--- src/sravm_pkg.sv ---
// shared types, constants and codes for the sensor running average monitor
package sravm_pkg;

  localparam int MAX_SENSORS = 16;
  localparam int WINDOW      = 8;

  localparam int DATA_W      = 16;
  localparam int CNT_W       = 4;
  localparam int IDX_W       = (MAX_SENSORS > 1) ? $clog2(MAX_SENSORS) : 1;
  localparam int WPTR_W      = (WINDOW > 1) ? $clog2(WINDOW) : 1;
  localparam int STORE_DEPTH = MAX_SENSORS * WINDOW;
  localparam int STORE_AW    = (STORE_DEPTH > 1) ? $clog2(STORE_DEPTH) : 1;
  localparam int SUM_W       = DATA_W + WPTR_W + 1;
  localparam int MAG_W       = SUM_W - 1;
  localparam int DIV_CNT_W   = $clog2(MAG_W);

  localparam logic [1:0] MODE_REGISTER = 2'd0;
  localparam logic [1:0] MODE_READING  = 2'd1;

  localparam logic [2:0] ST_OK      = 3'd0;
  localparam logic [2:0] ST_HOT     = 3'd1;
  localparam logic [2:0] ST_COLD    = 3'd2;
  localparam logic [2:0] ST_UNKNOWN = 3'd3;
  localparam logic [2:0] ST_FULL    = 3'd4;

  localparam logic REG_MAX_TEMP = 1'b0;
  localparam logic REG_MIN_TEMP = 1'b1;

  localparam logic signed [DATA_W-1:0] MAX_TEMP_RST = 16'sd3200;
  localparam logic signed [DATA_W-1:0] MIN_TEMP_RST = 16'sd1920;

  typedef struct packed {
    logic [1:0]               mode;
    logic [DATA_W-1:0]        sensor_in;
    logic [DATA_W-1:0]        room_in;
    logic signed [DATA_W-1:0] reading_in;
  } in_word_t;

  typedef struct packed {
    logic [2:0]               status;
    logic [DATA_W-1:0]        room_out;
    logic signed [DATA_W-1:0] average_out;
    logic [CNT_W-1:0]         count_out;
  } out_word_t;

  typedef enum logic [2:0] {
    S_IDLE,
    S_SEARCH,
    S_DECIDE,
    S_SUM,
    S_DIV,
    S_FIN,
    S_RESULT
  } fsm_e;

endpackage

--- src/sensor_running_average_monitor.sv ---
// sensor table with per-sensor reading ring, running average and threshold check
// sequence: a register or query word runs a serial table search of up to
//   MAX_SENSORS entries, then decide and result; a reading word adds accumulation
//   over the single store read port, a bit-serial divider over MAG_W (19) quotient
//   bits and a final step to sign the quotient
// throughput: one word in flight; the next is taken once the result sits in the
//   output register
// reset: table empty, counts and pointers zero, thresholds 3200 and 1920
module sensor_running_average_monitor
  import sravm_pkg::*;
(
  input  logic                     clk_i,
  input  logic                     rst_ni,
  input  logic                     in_valid_i,
  output logic                     in_ready_o,
  input  in_word_t                 in_word_i,
  output logic                     out_valid_o,
  input  logic                     out_ready_i,
  output out_word_t                out_word_o,
  input  logic                     cfg_we_i,
  input  logic                     cfg_idx_i,
  input  logic [DATA_W-1:0]        cfg_data_i
);

  fsm_e state_q, state_d;

  in_word_t  word_q;
  out_word_t res_q;
  out_word_t res_dec;
  out_word_t out_q;
  logic      out_valid_q;

  logic signed [DATA_W-1:0] max_q, min_q;

  logic                entry_valid_q  [MAX_SENSORS];
  logic [DATA_W-1:0]   entry_sensor_q [MAX_SENSORS];
  logic [DATA_W-1:0]   entry_room_q   [MAX_SENSORS];
  logic [CNT_W-1:0]    count_q        [MAX_SENSORS];
  logic [WPTR_W-1:0]   wptr_q         [MAX_SENSORS];

  logic signed [DATA_W-1:0] store_q [STORE_DEPTH];
  logic signed [DATA_W-1:0] rd_data_q;

  logic [IDX_W-1:0]     idx_q, free_q;
  logic                 hit_q, free_vld_q;
  logic [CNT_W-1:0]     n_q, rd_idx_q;
  logic                 rd_vld_q;
  logic signed [SUM_W-1:0] acc_q, hi_q, lo_q;
  logic [MAG_W-1:0]     dvd_q;
  logic [CNT_W-1:0]     rem_q;
  logic                 neg_q;
  logic [DIV_CNT_W-1:0] step_q;

  // control decode
  logic in_ready, out_free, out_load, store_we, entry_we, rd_en;
  logic match, last_idx, sum_done, div_last;
  logic mode_reg, mode_read;

  logic [IDX_W-1:0]    slot;
  logic [CNT_W-1:0]    cnt_cur, cnt_new;
  logic [WPTR_W-1:0]   wptr_cur, wptr_new;
  logic [STORE_AW-1:0] base, wr_addr, rd_addr;
  logic signed [SUM_W-1:0] acc_neg;
  logic [MAG_W-1:0]    acc_mag, quo_neg;
  logic [CNT_W:0]      trial;
  logic                ge;

  assign mode_reg  = (word_q.mode == MODE_REGISTER);
  assign mode_read = (word_q.mode == MODE_READING);
  assign match     = entry_valid_q[idx_q] && (entry_sensor_q[idx_q] == word_q.sensor_in);
  assign last_idx  = (idx_q == IDX_W'(MAX_SENSORS - 1));
  assign sum_done  = (rd_idx_q == n_q) && !rd_vld_q;
  assign div_last  = (step_q == '0);
  assign out_free  = !out_valid_q || out_ready_i;

  assign slot     = hit_q ? idx_q : free_q;
  assign cnt_cur  = count_q[idx_q];
  assign cnt_new  = (cnt_cur < CNT_W'(WINDOW)) ? cnt_cur + CNT_W'(1) : cnt_cur;
  assign wptr_cur = wptr_q[idx_q];
  assign wptr_new = (wptr_cur == WPTR_W'(WINDOW - 1)) ? '0 : wptr_cur + WPTR_W'(1);
  assign base     = STORE_AW'(idx_q) * STORE_AW'(WINDOW);
  assign wr_addr  = base + STORE_AW'(wptr_cur);
  assign rd_addr  = base + STORE_AW'(rd_idx_q);

  assign acc_neg  = -acc_q;
  assign acc_mag  = acc_q[SUM_W-1] ? acc_neg[MAG_W-1:0] : acc_q[MAG_W-1:0];
  assign quo_neg  = -dvd_q;
  assign trial    = {rem_q, dvd_q[MAG_W-1]};
  assign ge       = (trial >= {1'b0, n_q});

  // result fields known once the search is done
  always_comb begin
    res_dec = '{status: ST_OK, room_out: '0, average_out: '0, count_out: '0};
    if (mode_reg) begin
      if (hit_q || free_vld_q) res_dec.room_out = word_q.room_in;
      else                     res_dec.status   = ST_FULL;
    end else if (!hit_q) begin
      res_dec.status = ST_UNKNOWN;
    end else begin
      res_dec.room_out  = entry_room_q[idx_q];
      res_dec.count_out = mode_read ? cnt_new : cnt_cur;
    end
  end

  // next state
  always_comb begin
    state_d = state_q;
    unique case (state_q)
      S_IDLE:   if (in_valid_i) state_d = S_SEARCH;
      S_SEARCH: if (match || last_idx) state_d = S_DECIDE;
      S_DECIDE: state_d = (mode_read && hit_q) ? S_SUM : S_RESULT;
      S_SUM:    if (sum_done) state_d = S_DIV;
      S_DIV:    if (div_last) state_d = S_FIN;
      S_FIN:    state_d = S_RESULT;
      S_RESULT: if (out_free) state_d = S_IDLE;
      default:  state_d = S_IDLE;
    endcase
  end

  // control outputs
  always_comb begin
    in_ready = 1'b0;
    out_load = 1'b0;
    store_we = 1'b0;
    entry_we = 1'b0;
    rd_en    = 1'b0;
    unique case (state_q)
      S_IDLE:   in_ready = 1'b1;
      S_DECIDE: begin
        store_we = mode_read && hit_q;
        entry_we = mode_reg && (hit_q || free_vld_q);
      end
      S_SUM:    rd_en = (rd_idx_q != n_q);
      S_RESULT: out_load = out_free;
      default:  ;
    endcase
  end

  always_ff @(posedge clk_i or negedge rst_ni) begin
    if (!rst_ni) begin
      state_q <= S_IDLE;
    end else begin
      state_q <= state_d;
    end
  end

  // threshold registers
  always_ff @(posedge clk_i or negedge rst_ni) begin
    if (!rst_ni) begin
      max_q <= MAX_TEMP_RST;
      min_q <= MIN_TEMP_RST;
    end else if (cfg_we_i) begin
      unique case (cfg_idx_i)
        REG_MAX_TEMP: max_q <= cfg_data_i;
        REG_MIN_TEMP: min_q <= cfg_data_i;
        default:      ;
      endcase
    end
  end

  // per-entry control state
  always_ff @(posedge clk_i or negedge rst_ni) begin
    if (!rst_ni) begin
      for (int i = 0; i < MAX_SENSORS; i++) begin
        entry_valid_q[i] <= 1'b0;
        count_q[i]       <= '0;
        wptr_q[i]        <= '0;
      end
    end else if (entry_we) begin
      entry_valid_q[slot] <= 1'b1;
      count_q[slot]       <= '0;
      wptr_q[slot]        <= '0;
    end else if (store_we) begin
      count_q[idx_q] <= cnt_new;
      wptr_q[idx_q]  <= wptr_new;
    end
  end

  always_ff @(posedge clk_i) begin
    if (entry_we) begin
      entry_sensor_q[slot] <= word_q.sensor_in;
      entry_room_q[slot]   <= word_q.room_in;
    end
  end

  // reading store
  always_ff @(posedge clk_i) begin
    if (store_we) begin
      store_q[wr_addr] <= word_q.reading_in;
    end
    if (rd_en) begin
      rd_data_q <= store_q[rd_addr];
    end
  end

  // search and sequencing control
  always_ff @(posedge clk_i or negedge rst_ni) begin
    if (!rst_ni) begin
      idx_q      <= '0;
      free_q     <= '0;
      hit_q      <= 1'b0;
      free_vld_q <= 1'b0;
      rd_idx_q   <= '0;
      rd_vld_q   <= 1'b0;
      step_q     <= '0;
    end else begin
      unique case (state_q)
        S_IDLE: begin
          idx_q      <= '0;
          hit_q      <= 1'b0;
          free_vld_q <= 1'b0;
        end
        S_SEARCH: begin
          if (match) begin
            hit_q <= 1'b1;
          end else begin
            if (!entry_valid_q[idx_q] && !free_vld_q) begin
              free_q     <= idx_q;
              free_vld_q <= 1'b1;
            end
            if (!last_idx) idx_q <= idx_q + IDX_W'(1);
          end
        end
        S_DECIDE: begin
          rd_idx_q <= '0;
          rd_vld_q <= 1'b0;
        end
        S_SUM: begin
          rd_vld_q <= rd_en;
          if (rd_en) rd_idx_q <= rd_idx_q + CNT_W'(1);
          if (sum_done) step_q <= DIV_CNT_W'(MAG_W - 1);
        end
        S_DIV:  step_q <= step_q - DIV_CNT_W'(1);
        default: ;
      endcase
    end
  end

  // datapath: capture, accumulate, divide, result
  always_ff @(posedge clk_i) begin
    unique case (state_q)
      S_IDLE: begin
        if (in_valid_i) word_q <= in_word_i;
      end
      S_DECIDE: begin
        res_q <= res_dec;
        acc_q <= '0;
        hi_q  <= '0;
        lo_q  <= '0;
        n_q   <= cnt_new;
      end
      S_SUM: begin
        if (rd_vld_q) begin
          acc_q <= acc_q + SUM_W'(rd_data_q);
          hi_q  <= hi_q + SUM_W'(max_q);
          lo_q  <= lo_q + SUM_W'(min_q);
        end
        if (sum_done) begin
          dvd_q <= acc_mag;
          neg_q <= acc_q[SUM_W-1];
          rem_q <= '0;
          if (acc_q > hi_q)      res_q.status <= ST_HOT;
          else if (acc_q < lo_q) res_q.status <= ST_COLD;
          else                   res_q.status <= ST_OK;
        end
      end
      S_DIV: begin
        rem_q <= ge ? CNT_W'(trial - {1'b0, n_q}) : trial[CNT_W-1:0];
        dvd_q <= {dvd_q[MAG_W-2:0], ge};
      end
      S_FIN: begin
        res_q.average_out <= neg_q ? quo_neg[DATA_W-1:0] : dvd_q[DATA_W-1:0];
      end
      default: ;
    endcase
  end

  // output register
  always_ff @(posedge clk_i or negedge rst_ni) begin
    if (!rst_ni) begin
      out_valid_q <= 1'b0;
    end else if (out_load) begin
      out_valid_q <= 1'b1;
    end else if (out_ready_i) begin
      out_valid_q <= 1'b0;
    end
  end

  always_ff @(posedge clk_i) begin
    if (out_load) out_q <= res_q;
  end

  assign in_ready_o  = in_ready;
  assign out_valid_o = out_valid_q;
  assign out_word_o  = out_q;

  // checks
  a_div_nonzero: assert property (@(posedge clk_i) disable iff (!rst_ni)
    state_q == S_DIV |-> n_q != '0)
    else $error("divider started with zero count");

  a_count_range: assert property (@(posedge clk_i) disable iff (!rst_ni)
    state_q == S_DECIDE |-> cnt_cur <= CNT_W'(WINDOW))
    else $error("reading count beyond window");

  a_unknown_clean: assert property (@(posedge clk_i) disable iff (!rst_ni)
    out_valid_o && out_word_o.status == ST_UNKNOWN |->
      out_word_o.room_out == '0 && out_word_o.count_out == '0 &&
      out_word_o.average_out == '0)
    else $error("unknown sensor word carries data");

  a_thresh_count: assert property (@(posedge clk_i) disable iff (!rst_ni)
    out_valid_o && (out_word_o.status == ST_HOT || out_word_o.status == ST_COLD) |->
      out_word_o.count_out != '0)
    else $error("threshold status without readings");

  a_load_hold: assert property (@(posedge clk_i) disable iff (!rst_ni)
    state_q == S_RESULT && !out_free |=> state_q == S_RESULT)
    else $error("result dropped while output busy");

endmodule
--- config.mk ---
export PLATFORM = sky130hd
export DESIGN_NAME = sensor_running_average_monitor
export DESIGN_NICKNAME = d
export VERILOG_FILES = /design/src/sravm_pkg.sv /design/src/sensor_running_average_monitor.sv
export SDC_FILE = /design/constraint.sdc
export NUM_CORES = 2
export LEC_CHECK = 0
export BUFFER_PORTS_ARGS = -buffer_cell sky130_fd_sc_hd__buf_2
export CELL_PAD_IN_SITES_DETAIL_PLACEMENT = 0
export CELL_PAD_IN_SITES_GLOBAL_PLACEMENT = 1
export CORE_ASPECT_RATIO = 1.25
export CORE_UTILIZATION = 51
export CTS_CLUSTER_DIAMETER = 100
export CTS_CLUSTER_SIZE = 40
export DETAILED_ROUTE_END_ITERATION = 10
export PLACE_DENSITY = 0.82
export SYNTH_ARGS = -nofsm -noshare
export SYNTH_HDL_FRONTEND = slang
export SYNTH_SLANG_ARGS = --single-unit
export TNS_END_PERCENT = 30
--- constraint.sdc ---
create_clock -name clk_i -period 4.28 [get_ports clk_i]
set_input_delay 0.214 -clock clk_i [delete_from_list [all_inputs] [get_ports clk_i]]
set_output_delay 0.214 -clock clk_i [all_outputs]
set_load 0.05 [all_outputs]
==> run summary <==
PwrDens: 509 mW/mm^2
post-synth top area cell: edfxtp_1
initial antenna violation count: 7
RSZ-0062 raised after global routing: no
clock buffer depth: 3
Avg WL per Cell: 29.9 um
endpoint type of the worst setup path: flip-flop
pin count of the biggest net entering global routing: 129
Setup Viol. Count Final: 0
Cell variety after synth: 73
Die Ht: 540 um
Via-to-Cell Ratio: 6.27
reg2reg end: store_q[100][1]
FF-to-FF setup slack: 0.61 ns
DR pass1 iterations: 8
Reg2Reg Depth: 7
P_int: 46.2 mW
Leak Pwr: 40.2 nW
H-tree depth: 3
clk slew on worst S/H paths: 0.15 ns
Final Max Tran Viols: 0
outcome: finished, final reports clean
Synth Net Count: 5,754
Sequential Power Share: 53.1%
Total GRT Usage: 23.1%
Comb power frac: 28.6%
Row Count: 197
maxcap violations: 0
CTS tree: built
WP data required: 4.74 ns
Hold Crit Class: in -> reg
Main synth FF type: edfxtp_1
# DRC: 0
setup total negative slack: 0 ns
Post-Place Cells: 8,814
CTS Root Cell: clkbuf_16
Peak VDD IR: 469 uV
post-cts repair resize count: 0
Ports: 113
total design power: 65.0 mW
die outline area: 0.233 mm^2
pre-CTS WS: 0.640 ns
FF-to-FF Start: state_q[2]
Sw Share: 29.0%
NetSw: 18.9 mW
Num CTS Buffers: 85
yosys warns: 0
post-synthesis async set-or-reset flop share: 6.18%
Antenna Violating Nets Remaining: 0
HPWL Detailed: 162,000 um
commonest cells in the synthesized netlist: edfxtp_1 (2,792), mux4_2 (852), nor2_1 (296)
top cells by area, synth: edfxtp_1 (71%), mux4_2 (16%), dfrtp_1 (3.8%), ha_1 (1.2%), nor2_1 (0.94%)
Least-Margin Pin Slew: 1.14 ns
grt ovf: 0
critical path startpoint category: flip-flop
Port Buffer Count: 112
Hold Startpoint: in_valid_i
slew margin rel.: 23.8%
Mapped Cells: 5,564
drt initial violations: 6,894
clock network power share: 18.3%
Post-Syn Area: 0.118 mm^2
Post-synth EDFFs: 2,792
area grow syn2layout: 8.29%
mean area per synthesized cell: 21.2 um^2
Synth Register Bits: 2,976
post-synth top area share: 71.0%
routed wire length: 270,000 um
Worst Slack Setup Final: 0.614 ns
via count: 56,500
period utilization: 85.7%
top-count cell post-synth: edfxtp_1
Finished Layout Cells: 9,008
post-synthesis sequential area ratio: 74.9%
Die W: 432 um
Worst Path Max Fanout: 20
postcts setup bufs: 0
Hold Vio Cnt, Final: 0
floorplan core area: 0.230 mm^2
clk_lat worst skew: 0.79 ns
crit path from: state_q[2]
crit path DAT: 4.13 ns
GPL Wtd Cong: 0.845
Worst Skew: 0.0700 ns
Setup Crit Path Kind: reg -> reg
CTS sink count: 2,976
capture point of the worst path: store_q[100][1]
vias in the first global route: 57,000
Final nets: 6,078
share of cells above drive strength 1: 25.4%
first-pass GRT wire length: 392,000 um
fmax: 0.273 GHz
Initial Utilization: 51.3%
Final min period: 3.67 ns
-- cell families (layout without fill, tap and decap cells) --
group,count (synthesis),after routing,synth area share [%]
XOR/XNOR,107,107,0.800
multiplexers,932,932,17.1
AO/OA/AOI/OAI,390,390,2.07
other,0,6,0
AND/OR/NAND/NOR,668,668,2.51
adder cells (fa/ha/maj),118,118,1.28
flip-flops,2976,2976,74.9
buffers and inverters,373,727,1.27
-- critical path, stage by stage, from the launching register on --
cell	delay (ns)
dfrtp_1	0.53
nand2b_1	0.30
nand2b_1	0.35
nor2_1	0.22
buf_4	0.28
nand3_1	0.63
nor2_1	0.59
buf_4	0.41
-- registers in the layout (all words and copies together) (netlist names), 4 cells and up --
register and cells:
idx_q 4, rd_data_q 16, store_q 2048, min_q 16, entry_valid_q 16, dvd_q 19
rd_idx_q 4, word_q 50, rem_q 4, acc_q 20, entry_room_q 256, count_q 64
free_q 4, out_word_o 39, res_q 39, step_q 5, n_q 4, hi_q 20
wptr_q 48, lo_q 20, entry_sensor_q 256, max_q 16
-- power groups by stage --
stage | registers [mW] | clock network, mW | logic (mW)
after CTS | 34.5 | 12.1 | 18.8
final | 34.5 | 11.9 | 18.6
after global routing | 34.6 | 12.9 | 19.7
after floorplan | 35.2 | 0 | 12.3
after detailed placement | 35.2 | 0 | 18.7
after global placement | 35.1 | 0 | 18.4
-- routing by layer --
metal / track usage (%) / vias to the layer above / share of wire, %
met5: 0 / - / 0.014
met4: 7.54 / 6 / 3.6
met3: 2.92 / 377 / 7.8
met2: 40.0 / 2541 / 52
met1: 30.5 / 30200 / 37
li1: - / 23400 / -
-- placed cells by master, fill, tap and decap left out, types with 35 or more instances in the layout --
master	synthesis	final
o21ai_0	145	145
buf_4	4	270
dfrtp_1	177	170
mux2_2	50	50
nand2_1	169	169
dlygate4sd3_1	0	71
a22o_1	52	52
xor2_1	61	60
buf_2	19	111
clkbuf_16	0	89
ha_1	114	112
xnor2_1	45	45
inv_1	102	102
nand3_1	35	35
mux4_2	852	852
a21oi_1	72	71
nor2_1	296	279
edfxtp_1	2792	2792
nor3_1	40	40
buf_12	1	54
-- area by class of cell --
type / instances / area [um^2]
Clock inverter: 8 / 135
Clock buffer: 109 / 2300
Timing Repair Buffer: 507 / 4390
Tap cell: 3084 / 3860
Fill cell: 16700 / 102000
Multi-Input combinational cell: 2215 / 28300
Inverter: 103 / 387
Sequential cell: 2976 / 88500
Antenna cell: 6 / 15.0
-- worst min-delay path by stage --
stage	depth (start not counted)	end	slack, ns
after floorplan	0	count_q[0]	-0.08
after global placement	1	max_q[12]	0.26
after detailed placement	1	min_q[13]	0.27
after CTS	5	state_q[0]	0.03
after global routing	2	word_q[29]	0.07
final	5	state_q[0]	0.07
-- stage by stage --
| step | area, um^2 | hold WS (ns) | utilization [%] |
|---|---|---|---|
| finish | 128000 | 0.0705 | 55.5 |
| global placement | 125000 | 0.259 | 54.2 |
| global route | 128000 | 0.0738 | 55.5 |
| floorplan | 118000 | -0.0816 | - |
| detailed placement | 125000 | 0.273 | 54.2 |
| CTS | 128000 | 0.0269 | 55.5 |
-- timing repair --
item,CTS,global route
setup endpoints to repair,0,0
endpoints found under the hold margin,155,0
hold buffers,71,0
Note: power is estimated with default switching activity, not from simulation.
